[config.mk]
export PLATFORM = sky130hd
export DESIGN_NAME = attitude_error_deadband_flat
export DESIGN_NICKNAME = d
export VERILOG_FILES = /design/src/hdl/aed_pkg.sv /design/src/hdl/aed_if.sv /design/src/hdl/aed_norm.sv /design/src/hdl/aed_cordic.sv /design/src/hdl/attitude_error_deadband.sv /design/src/flat_wrapper.sv
export SDC_FILE = /design/constraint.sdc
export NUM_CORES = 2
export LEC_CHECK = 0
export BUFFER_PORTS_ARGS = -buffer_cell sky130_fd_sc_hd__buf_2
export CORE_ASPECT_RATIO = 1.75
export CORE_MARGIN = 4
export CORE_UTILIZATION = 45
export CTS_CLUSTER_SIZE = 28
export DETAILED_ROUTE_END_ITERATION = 8
export PLACE_DENSITY = 0.59
export SETUP_SLACK_MARGIN = 0.05
export SYNTH_ARGS = -nofsm -noshare
export SYNTH_HDL_FRONTEND = slang
export SYNTH_SLANG_ARGS = --single-unit
[constraint.sdc]
create_clock -name clk -period 25.1 [get_ports clk]
set_input_delay 3.765 -clock clk [delete_from_list [all_inputs] [get_ports clk]]
set_output_delay 3.765 -clock clk [all_outputs]
set_load 0.005 [all_outputs]
[src/hdl/aed_pkg.sv]
// Shared types, widths, register codes and the arctangent table of the deadband block.
package aed_pkg;

	// CORDIC step count default and the longest table that is kept
	localparam int CORDIC_STEPS_DEF = 16;
	localparam int ATAN_LEN         = 24;
	localparam int STEP_W           = 5;

	// Field and datapath widths
	localparam int COMP_W  = 16;
	localparam int NORM_W  = 16;
	localparam int SUM_W   = 32;
	localparam int REM_W   = 17;
	localparam int XY_W    = 21;
	localparam int Z_W     = 20;
	localparam int THR_W   = 16;
	localparam int CIDX_W  = 8;

	// Configuration register indexes
	localparam logic [CIDX_W-1:0] REG_OUTER_ATT  = 8'd0;
	localparam logic [CIDX_W-1:0] REG_INNER_ATT  = 8'd1;
	localparam logic [CIDX_W-1:0] REG_OUTER_RATE = 8'd2;
	localparam logic [CIDX_W-1:0] REG_INNER_RATE = 8'd3;

	typedef logic signed [COMP_W-1:0] comp_t;
	typedef logic [NORM_W-1:0]        norm_t;
	typedef logic [THR_W-1:0]         thr_t;

	typedef struct packed {
		comp_t x;
		comp_t y;
		comp_t z;
	} vec3_t;

	// Start strobe from the sequencer to an iterative unit
	typedef struct packed {
		logic start;
	} unit_cmd_t;

	// atan(2^-i) in radians, 16 fraction bits, rounded
	function automatic logic [15:0] atan_q16(input logic [STEP_W-1:0] i);
		logic [15:0] v;
		case (i)
			5'd0:    v = 16'd51472;
			5'd1:    v = 16'd30386;
			5'd2:    v = 16'd16055;
			5'd3:    v = 16'd8150;
			5'd4:    v = 16'd4091;
			5'd5:    v = 16'd2047;
			5'd6:    v = 16'd1024;
			5'd7:    v = 16'd512;
			5'd8:    v = 16'd256;
			5'd9:    v = 16'd128;
			5'd10:   v = 16'd64;
			5'd11:   v = 16'd32;
			5'd12:   v = 16'd16;
			5'd13:   v = 16'd8;
			5'd14:   v = 16'd4;
			5'd15:   v = 16'd2;
			5'd16:   v = 16'd1;
			default: v = 16'd0;
		endcase
		return v;
	endfunction

endpackage

[src/hdl/aed_if.sv]
// Valid/ready channel interfaces for the input word and the result word.
interface aed_in_if;
	logic                 valid;
	logic                 ready;
	logic signed [15:0]   sigma_x;
	logic signed [15:0]   sigma_y;
	logic signed [15:0]   sigma_z;
	logic signed [15:0]   omega_x;
	logic signed [15:0]   omega_y;
	logic signed [15:0]   omega_z;

	modport source (output valid, sigma_x, sigma_y, sigma_z, omega_x, omega_y, omega_z,
		input ready);
	modport sink (input valid, sigma_x, sigma_y, sigma_z, omega_x, omega_y, omega_z,
		output ready);
endinterface

interface aed_out_if;
	logic                 valid;
	logic                 ready;
	logic signed [15:0]   out_sigma_x;
	logic signed [15:0]   out_sigma_y;
	logic signed [15:0]   out_sigma_z;
	logic signed [15:0]   out_omega_x;
	logic signed [15:0]   out_omega_y;
	logic signed [15:0]   out_omega_z;
	logic                 control_off;

	modport source (output valid, out_sigma_x, out_sigma_y, out_sigma_z, out_omega_x,
		out_omega_y, out_omega_z, control_off, input ready);
	modport sink (input valid, out_sigma_x, out_sigma_y, out_sigma_z, out_omega_x,
		out_omega_y, out_omega_z, control_off, output ready);
endinterface

[src/hdl/aed_norm.sv]
// Euclidean norm of a three-component vector: shared squarer, then a bit-per-cycle square root.
module aed_norm (
	input  logic              clk,
	input  logic              arst_n,
	input  aed_pkg::unit_cmd_t cmd,
	input  aed_pkg::vec3_t    vec,
	output logic              done,
	output aed_pkg::norm_t    root
);
	import aed_pkg::*;

	localparam int SQRT_STEPS = SUM_W / 2;

	logic                 busy_q;
	logic                 sqrt_q;
	logic [STEP_W-1:0]    cnt_q;
	vec3_t                vec_q;
	logic [SUM_W-1:0]     prod_s1;
	logic                 prod_vld_s1;
	logic [SUM_W-1:0]     acc_q;
	logic [REM_W-1:0]     rem_q;
	norm_t                root_q;
	logic                 done_q;

	comp_t                opnd;
	logic signed [SUM_W-1:0] sq;
	logic [REM_W+1:0]     cur;
	logic [REM_W+1:0]     trial;
	logic                 take;

	// Pick the component to square this cycle
	always_comb begin
		case (cnt_q[1:0])
			2'd0:    opnd = vec_q.x;
			2'd1:    opnd = vec_q.y;
			default: opnd = vec_q.z;
		endcase
		sq    = opnd * opnd;
		cur   = {rem_q, acc_q[SUM_W-1 -: 2]};
		trial = {1'b0, root_q, 2'b01};
		take  = (cur >= trial);
	end

	// Square and accumulate, then take the root one bit at a time, two radicand bits per step
	always_ff @(posedge clk or negedge arst_n) begin
		if (!arst_n) begin
			busy_q      <= 1'b0;
			sqrt_q      <= 1'b0;
			cnt_q       <= '0;
			prod_vld_s1 <= 1'b0;
			done_q      <= 1'b0;
		end else begin
			done_q      <= 1'b0;
			prod_vld_s1 <= 1'b0;
			if (cmd.start) begin
				busy_q <= 1'b1;
				sqrt_q <= 1'b0;
				cnt_q  <= '0;
			end else if (busy_q && !sqrt_q) begin
				prod_vld_s1 <= (cnt_q < STEP_W'(3));
				if (cnt_q == STEP_W'(3)) begin
					sqrt_q <= 1'b1;
					cnt_q  <= '0;
				end else begin
					cnt_q <= cnt_q + 1'b1;
				end
			end else if (busy_q) begin
				if (cnt_q == STEP_W'(SQRT_STEPS - 1)) begin
					busy_q <= 1'b0;
					done_q <= 1'b1;
				end
				cnt_q <= cnt_q + 1'b1;
			end
		end
	end

	// Datapath registers
	always_ff @(posedge clk) begin
		if (cmd.start) begin
			vec_q  <= vec;
			acc_q  <= '0;
			rem_q  <= '0;
			root_q <= '0;
		end else if (busy_q && !sqrt_q) begin
			prod_s1 <= SUM_W'(unsigned'(sq));
			if (prod_vld_s1)
				acc_q <= acc_q + prod_s1;
		end else if (busy_q) begin
			acc_q <= {acc_q[SUM_W-3:0], 2'b00};
			if (take) begin
				rem_q  <= REM_W'(cur - trial);
				root_q <= {root_q[NORM_W-2:0], 1'b1};
			end else begin
				rem_q  <= REM_W'(cur);
				root_q <= {root_q[NORM_W-2:0], 1'b0};
			end
		end
	end

	assign done = done_q;
	assign root = root_q;

endmodule

[src/hdl/aed_cordic.sv]
// Vectoring CORDIC giving 4*atan of a norm, one micro-rotation per cycle.
module aed_cordic #(
	parameter int CORDIC_STEPS = aed_pkg::CORDIC_STEPS_DEF
) (
	input  logic               clk,
	input  logic               arst_n,
	input  aed_pkg::unit_cmd_t cmd,
	input  aed_pkg::norm_t     n,
	output logic               done,
	output aed_pkg::thr_t      angle
);
	import aed_pkg::*;

	localparam int ITERS = (CORDIC_STEPS < ATAN_LEN) ? CORDIC_STEPS : ATAN_LEN;

	logic                    busy_q;
	logic                    done_q;
	logic [STEP_W-1:0]       i_q;
	logic signed [XY_W-1:0]  x_q;
	logic signed [XY_W-1:0]  y_q;
	logic signed [Z_W-1:0]   z_q;

	logic signed [XY_W-1:0]  xs;
	logic signed [XY_W-1:0]  ys;
	logic signed [Z_W-1:0]   at;
	logic [Z_W-2:0]          zh;

	// Shifted operands and table angle for this step
	always_comb begin
		xs = x_q >>> i_q;
		ys = y_q >>> i_q;
		at = signed'(Z_W'(atan_q16(i_q)));
	end

	// Negative residual reads as zero; halve to 13 fraction bits and clamp
	always_comb begin
		zh = z_q[Z_W-1] ? '0 : z_q[Z_W-1:1];
		if (zh > (Z_W-1)'(16'hFFFF))
			angle = 16'hFFFF;
		else
			angle = zh[THR_W-1:0];
	end

	// Step counter
	always_ff @(posedge clk or negedge arst_n) begin
		if (!arst_n) begin
			busy_q <= 1'b0;
			done_q <= 1'b0;
			i_q    <= '0;
		end else begin
			done_q <= 1'b0;
			if (cmd.start) begin
				busy_q <= 1'b1;
				i_q    <= '0;
			end else if (busy_q) begin
				if (i_q == STEP_W'(ITERS - 1)) begin
					busy_q <= 1'b0;
					done_q <= 1'b1;
				end
				i_q <= i_q + 1'b1;
			end
		end
	end

	// Rotate towards the x axis
	always_ff @(posedge clk) begin
		if (cmd.start) begin
			x_q <= XY_W'(32'sd65536);
			y_q <= signed'(XY_W'({n, 2'b00}));
			z_q <= '0;
		end else if (busy_q) begin
			if (!y_q[XY_W-1]) begin
				x_q <= x_q + ys;
				y_q <= y_q - xs;
				z_q <= z_q + at;
			end else begin
				x_q <= x_q - ys;
				y_q <= y_q + xs;
				z_q <= z_q - at;
			end
		end
	end

	assign done = done_q;

endmodule

[src/hdl/attitude_error_deadband.sv]
// Top level: sequencer, threshold registers, hysteresis state and result register.
// One word at a time. The input is ready only while the sequencer is idle, and each word
// passes in turn through the shared units: a norm pass (a start, squaring and accumulation,
// sixteen root steps), one CORDIC pass (a step count above 24 runs 24 rotations), a second
// norm pass, then sequencing and result loading. The input is ready again as soon as the
// result is in the output register, so the next word is taken while the result waits; it
// is completed only once that result has been taken, and it stalls for as long as the
// result stays untaken. Thresholds are compared strictly; control is off only when both
// errors fall below the inner thresholds, or below the outer ones while already off.
module attitude_error_deadband #(
	parameter int CORDIC_STEPS = aed_pkg::CORDIC_STEPS_DEF
) (
	input  logic                        clk,
	input  logic                        arst_n,
	input  logic                        cfg_we,
	input  logic [aed_pkg::CIDX_W-1:0]  cfg_idx,
	input  logic [aed_pkg::THR_W-1:0]   cfg_wdata,
	aed_in_if.sink                      in_item,
	aed_out_if.source                   out_item
);
	import aed_pkg::*;

	localparam logic [2:0] ST_IDLE   = 3'd0;
	localparam logic [2:0] ST_NORM_S = 3'd1;
	localparam logic [2:0] ST_CORDIC = 3'd2;
	localparam logic [2:0] ST_NORM_W = 3'd3;
	localparam logic [2:0] ST_DECIDE = 3'd4;

	logic [2:0]  state_q;
	thr_t        outer_att_q, inner_att_q, outer_rate_q, inner_rate_q;
	logic        was_off_q;
	vec3_t       sig_q, omg_q;
	thr_t        att_q;
	norm_t       rate_q;
	logic        norm_start_q, cordic_start_q;
	logic        out_valid_q;
	vec3_t       out_sig_q, out_omg_q;
	logic        out_off_q;

	unit_cmd_t   norm_cmd, cordic_cmd;
	vec3_t       norm_vec;
	logic        norm_done, cordic_done;
	norm_t       norm_root;
	thr_t        cordic_angle;
	logic        in_acc, out_free, below_outer, below_inner, off;

	assign in_acc   = in_item.valid && in_item.ready;
	assign out_free = !out_valid_q || out_item.ready;
	assign in_item.ready = (state_q == ST_IDLE);

	assign norm_cmd.start   = norm_start_q;
	assign cordic_cmd.start = cordic_start_q;
	assign norm_vec = (state_q == ST_NORM_W) ? omg_q : sig_q;

	aed_norm u_norm (
		.clk    (clk),
		.arst_n (arst_n),
		.cmd    (norm_cmd),
		.vec    (norm_vec),
		.done   (norm_done),
		.root   (norm_root)
	);

	aed_cordic #(
		.CORDIC_STEPS (CORDIC_STEPS)
	) u_cordic (
		.clk    (clk),
		.arst_n (arst_n),
		.cmd    (cordic_cmd),
		.n      (norm_root),
		.done   (cordic_done),
		.angle  (cordic_angle)
	);

	// Deadband decision with hysteresis
	always_comb begin
		below_outer = (att_q < outer_att_q) && (rate_q < outer_rate_q);
		below_inner = (att_q < inner_att_q) && (rate_q < inner_rate_q);
		off         = below_outer && (below_inner || was_off_q);
	end

	// Configuration registers; unknown indexes drop the write
	always_ff @(posedge clk or negedge arst_n) begin
		if (!arst_n) begin
			outer_att_q  <= '0;
			inner_att_q  <= '0;
			outer_rate_q <= '0;
			inner_rate_q <= '0;
		end else if (cfg_we) begin
			unique case (cfg_idx)
				REG_OUTER_ATT:  outer_att_q  <= cfg_wdata;
				REG_INNER_ATT:  inner_att_q  <= cfg_wdata;
				REG_OUTER_RATE: outer_rate_q <= cfg_wdata;
				REG_INNER_RATE: inner_rate_q <= cfg_wdata;
				default: ;
			endcase
		end
	end

	// Sequencer and result handshake
	always_ff @(posedge clk or negedge arst_n) begin
		if (!arst_n) begin
			state_q        <= ST_IDLE;
			was_off_q      <= 1'b1;
			norm_start_q   <= 1'b0;
			cordic_start_q <= 1'b0;
			out_valid_q    <= 1'b0;
		end else begin
			norm_start_q   <= 1'b0;
			cordic_start_q <= 1'b0;
			if (out_valid_q && out_item.ready)
				out_valid_q <= 1'b0;
			unique case (state_q)
				ST_IDLE: begin
					if (in_acc) begin
						state_q      <= ST_NORM_S;
						norm_start_q <= 1'b1;
					end
				end
				ST_NORM_S: begin
					if (norm_done) begin
						state_q        <= ST_CORDIC;
						cordic_start_q <= 1'b1;
					end
				end
				ST_CORDIC: begin
					if (cordic_done) begin
						state_q      <= ST_NORM_W;
						norm_start_q <= 1'b1;
					end
				end
				ST_NORM_W: begin
					if (norm_done)
						state_q <= ST_DECIDE;
				end
				ST_DECIDE: begin
					if (out_free) begin
						state_q     <= ST_IDLE;
						was_off_q   <= off;
						out_valid_q <= 1'b1;
					end
				end
				default: state_q <= ST_IDLE;
			endcase
		end
	end

	// Hold the word, the two errors and the result
	always_ff @(posedge clk) begin
		if (in_acc) begin
			sig_q <= '{x: in_item.sigma_x, y: in_item.sigma_y, z: in_item.sigma_z};
			omg_q <= '{x: in_item.omega_x, y: in_item.omega_y, z: in_item.omega_z};
		end
		if (state_q == ST_CORDIC && cordic_done)
			att_q <= cordic_angle;
		if (state_q == ST_NORM_W && norm_done)
			rate_q <= norm_root;
		if (state_q == ST_DECIDE && out_free) begin
			out_sig_q <= off ? '0 : sig_q;
			out_omg_q <= off ? '0 : omg_q;
			out_off_q <= off;
		end
	end

	assign out_item.valid       = out_valid_q;
	assign out_item.out_sigma_x = out_sig_q.x;
	assign out_item.out_sigma_y = out_sig_q.y;
	assign out_item.out_sigma_z = out_sig_q.z;
	assign out_item.out_omega_x = out_omg_q.x;
	assign out_item.out_omega_y = out_omg_q.y;
	assign out_item.out_omega_z = out_omg_q.z;
	assign out_item.control_off = out_off_q;

endmodule

[src/flat_wrapper.sv]
// flat-port wrapper written by rule: the top's interface ports become plain ports
module attitude_error_deadband_flat import aed_pkg::*;
#(
	parameter int CORDIC_STEPS = aed_pkg::CORDIC_STEPS_DEF
)
  (clk, arst_n, cfg_we, cfg_idx, cfg_wdata, in_item_valid, in_item_sigma_x, in_item_sigma_y, in_item_sigma_z, in_item_omega_x, in_item_omega_y, in_item_omega_z, in_item_ready, out_item_valid, out_item_out_sigma_x, out_item_out_sigma_y, out_item_out_sigma_z, out_item_out_omega_x, out_item_out_omega_y, out_item_out_omega_z, out_item_control_off, out_item_ready);
  aed_in_if in_item_i ();
  aed_out_if out_item_i ();
  input  logic clk;
  input  logic arst_n;
  input  logic cfg_we;
  input  logic [aed_pkg::CIDX_W-1:0] cfg_idx;
  input  logic [aed_pkg::THR_W-1:0] cfg_wdata;
  input wire logic [$bits(in_item_i.valid)-1:0] in_item_valid;
  input wire logic [$bits(in_item_i.sigma_x)-1:0] in_item_sigma_x;
  input wire logic [$bits(in_item_i.sigma_y)-1:0] in_item_sigma_y;
  input wire logic [$bits(in_item_i.sigma_z)-1:0] in_item_sigma_z;
  input wire logic [$bits(in_item_i.omega_x)-1:0] in_item_omega_x;
  input wire logic [$bits(in_item_i.omega_y)-1:0] in_item_omega_y;
  input wire logic [$bits(in_item_i.omega_z)-1:0] in_item_omega_z;
  output wire logic [$bits(in_item_i.ready)-1:0] in_item_ready;
  output wire logic [$bits(out_item_i.valid)-1:0] out_item_valid;
  output wire logic [$bits(out_item_i.out_sigma_x)-1:0] out_item_out_sigma_x;
  output wire logic [$bits(out_item_i.out_sigma_y)-1:0] out_item_out_sigma_y;
  output wire logic [$bits(out_item_i.out_sigma_z)-1:0] out_item_out_sigma_z;
  output wire logic [$bits(out_item_i.out_omega_x)-1:0] out_item_out_omega_x;
  output wire logic [$bits(out_item_i.out_omega_y)-1:0] out_item_out_omega_y;
  output wire logic [$bits(out_item_i.out_omega_z)-1:0] out_item_out_omega_z;
  output wire logic [$bits(out_item_i.control_off)-1:0] out_item_control_off;
  input wire logic [$bits(out_item_i.ready)-1:0] out_item_ready;
  assign in_item_i.valid = in_item_valid;
  assign in_item_i.sigma_x = in_item_sigma_x;
  assign in_item_i.sigma_y = in_item_sigma_y;
  assign in_item_i.sigma_z = in_item_sigma_z;
  assign in_item_i.omega_x = in_item_omega_x;
  assign in_item_i.omega_y = in_item_omega_y;
  assign in_item_i.omega_z = in_item_omega_z;
  assign in_item_ready = in_item_i.ready;
  assign out_item_valid = out_item_i.valid;
  assign out_item_out_sigma_x = out_item_i.out_sigma_x;
  assign out_item_out_sigma_y = out_item_i.out_sigma_y;
  assign out_item_out_sigma_z = out_item_i.out_sigma_z;
  assign out_item_out_omega_x = out_item_i.out_omega_x;
  assign out_item_out_omega_y = out_item_i.out_omega_y;
  assign out_item_out_omega_z = out_item_i.out_omega_z;
  assign out_item_control_off = out_item_i.control_off;
  assign out_item_i.ready = out_item_ready;
  attitude_error_deadband #(.CORDIC_STEPS(CORDIC_STEPS)) u_core (.clk(clk), .arst_n(arst_n), .cfg_we(cfg_we), .cfg_idx(cfg_idx), .cfg_wdata(cfg_wdata), .in_item(in_item_i), .out_item(out_item_i));
endmodule
==> flow_summary.toml <==
[die]
initial_utilization_pct = 45.5
die_x_microns = 229
rows = 141
ios = 224
core_area_sq_um = 84700
dieArea_sq_um = 90500
die_height_microns = 395

[timing]
hold_violations = 0
fin_skew_ns = 0.0465
fin_setup_tns_ns = 0
holdWs_ns = 0.468
fin_crit_ns = 9.80
drv_slew = 0
tightest_slew_ns = 1.11
rsz0062_at_grt = "no"
setup_violations = 0
clock.fmax_mhz = 102
period_share_pct = 39.0
maxSlewHeadroom_pct = 25.5

[hold_path]
hold_path_class = "reg -> reg"
hold_start = "u_core.u_norm.rem_q[15]$_SDFFE_PP0P_"

[placement]
dp_hpwl_mm = 88.3
dpl_cell_area_sq_um = 40600
port_buffers = 223
globalplace.congestion = 0.964

[setup_path]
crit_fanout = 21
worstSetupPathType = "reg -> reg"
r2r_start = "u_core.u_norm.cnt_q[0]$_DFFE_PN0P_"
critPathCaptureType = "flip-flop"
cp.arrival_ns = 10.15
slowest_delay_ns = 0.82
crit_path_start_kind = "flip-flop"
crit_slowest_cell = "nor2_1"
crit_start = "u_core.u_norm.cnt_q[0]$_DFFE_PN0P_"
cp_data_required_time_ns = 25.45

[clock_tree]
root_buffer = "clkbuf_16"
clockBufferDepth = 3
cts_hold_buf = 0
htree_levels = 2
clock_sinks = 518
cts_buffers = 50
clock_latency_ns = 0.65
post_cts_buffers = 0
clk_pin_slew_ns = 0.07
cts_tree = "yes"
cts_resized = 0

[route]
viasPerCell = 5.67
route.detailed.drc = 0
drtPass1Iterations = 5
routed_wl_mm = 113
antenna_left = 0
wl_per_cell_microns = 22.1
vias = 28900
dr.first_iter.drc_count = 1686

[layout]
diodes = 0
fin_nets = 4613
drive_gt1_share_pct = 14.0
finish.instance_area_sq_um = 42400
area_growth_pct = 10.0
nFillCells = 7881
fin_util_pct = 50.0

[synthesis]
syn_area_sq_um = 38500
synth_seq_area_share_pct = 36.4
ys_ff_latch = 518
syn_area_per_cell_sq_um = 10.0
synth-main-ff-cell = "edfxtp_1"
synth_cells = 3844
syn-num-nets = 4475
synth-edff-count = 320
async_flop_share_pct = 16.8
synth.distinct_cells = 88
yosysWarnings = 0

[global_routing]
grt_pass1_wl_mm = 173
grt_pass1_vias = 30000
overflow = 0
grt_max_degree = 87
track_usage_pct = 24.6
antenna_found_initial = 8

[flow_run]
cap_violations = 0

[outcome]
run_status = "complete, no violations"
[layer usage]
metal / up-vias / track usage (%) / wire length [microns] / part of all wire, %
met5: - / 0 / 49 / 0.043
met4: 8 / 15.1 / 8550 / 7.6
met3: 321 / 3.23 / 4530 / 4.0
met2: 830 / 48.1 / 62300 / 55
met1: 14100 / 24.1 / 37300 / 33
li1: 13600 / - / - / -
[flip-flops by register name (all words and copies together), names as in the netlist, 17 cells and up]
register,cells
u_core.omg_q,48
u_core.sig_q,48
u_core.u_cordic.x_q,21
u_core.u_cordic.y_q,21
u_core.u_cordic.z_q,20
u_core.u_norm.acc_q,32
u_core.u_norm.prod_s1,31
u_core.u_norm.rem_q,17
u_core.u_norm.vec_q,48
[worst max-delay path, delay by kind of cell, from the launching register on]
kind	cells	cell delay [ns]
AOI/OAI and AO/OA	7	2.58
adders and majority gates	8	3.75
buffers and inverters	6	0.69
DFF	1	0.47
and+or+nand+nor	6	1.96
[final cells by class]
type,instances,area [sq um],share of cell area (%)
sequential,518,14000,33.1
clock buffer,66,1380,3.26
multi-input combinational,2681,22100,52.2
timing repair buffer,256,1370,3.22
tap,1072,1340,3.17
inverter,475,1780,4.21
clock inverter,28,378,0.892
[through the flow]
stage,instances,setup WS [ns]
2_1_floorplan,3844,13.98
3_3_place_gp,5002,15.49
3_5_place_dp,5002,15.41
4_1_cts,5096,15.33
5_1_grt,5096,14.44
6_report,5096,15.30
[logic make-up (layout without fill, tap and decap cells)]
logic type,after synthesis,after routing,share of synthesized area [%]
AOI/OAI and AO/OA,802,802,13.3
xor gates and xnor gates,170,170,3.87
adders and majority gates,506,506,21.1
buffers and inverters,645,825,6.39
DFF,518,518,36.4
muxes,218,218,7.70
and+or+nand+nor,985,985,11.4
[placed cells by master, fill, tap and decap left out, types with 23 or more instances in the layout]
| cell | n |
|---|---|
| fa_1 | 237 |
| edfxtp_1 | 320 |
| nor2b_1 | 27 |
| dfrtp_1 | 80 |
| o21ai_0 | 131 |
| mux2_2 | 124 |
| a22o_1 | 23 |
| nand2_1 | 392 |
| nor2_1 | 312 |
| mux2i_1 | 44 |
| a21oi_1 | 290 |
| nand3_1 | 38 |
| xor2_1 | 66 |
| clkbuf_16 | 50 |
| buf_2 | 222 |
| a211oi_1 | 46 |
| buf_4 | 34 |
| dfxtp_1 | 110 |
| nor3_1 | 50 |
| a31oi_1 | 30 |
| ha_1 | 269 |
| inv_1 | 466 |
| nand2b_1 | 29 |
| and3_1 | 23 |
| a21o_1 | 86 |
| mux4_2 | 49 |
| xnor2_1 | 104 |
[path summary, 6_finish.rpt]
kind	to	slack, ns	cells after the start
worst min-delay path	u_core.u_norm.rem_q[15]$_SDFFE_PP0P_	0.47	2
min in group asynchronous	u_core.inner_rate_q[12]$_DFFE_PN0P_	3.04	1
max in group asynchronous	u_core.u_cordic.i_q[0]$_DFFE_PN0P_	20.74	2
worst max-delay path	u_core.u_norm.prod_s1[31]$_DFFE_PP_	15.30	27
worst max register to register	u_core.u_norm.prod_s1[31]$_DFFE_PP_	15.30	27
worst min register to register	u_core.u_norm.rem_q[15]$_SDFFE_PP0P_	0.47	2
[Yosys cell counts (27+ instances only)]
cell	number	area share, %
a21o_1	86	1.7
a21oi_1	290	3.8
clkbuf_1	134	1.3
dfrtp_1	86	5.6
edfxtp_1	320	25
a31oi_1	30	0.49
ha_1	269	8.7
nand2_1	393	3.8
inv_1	466	4.5
nor2_1	315	3.1
mux4_2	49	2.9
xor2_1	66	1.5
dfxtp_1	111	5.8
nor2b_1	27	0.44
a211oi_1	46	0.90
o21ai_0	131	1.7
xnor2_1	104	2.4
nand3_1	38	0.49
mux2i_1	44	1.1
nor3_1	52	0.68
fa_1	237	12
mux2_2	124	3.6
nand2b_1	29	0.47
Power is not shown: default switching activity piles up to over one toggle a cycle in this logic, so the estimate is an artifact.
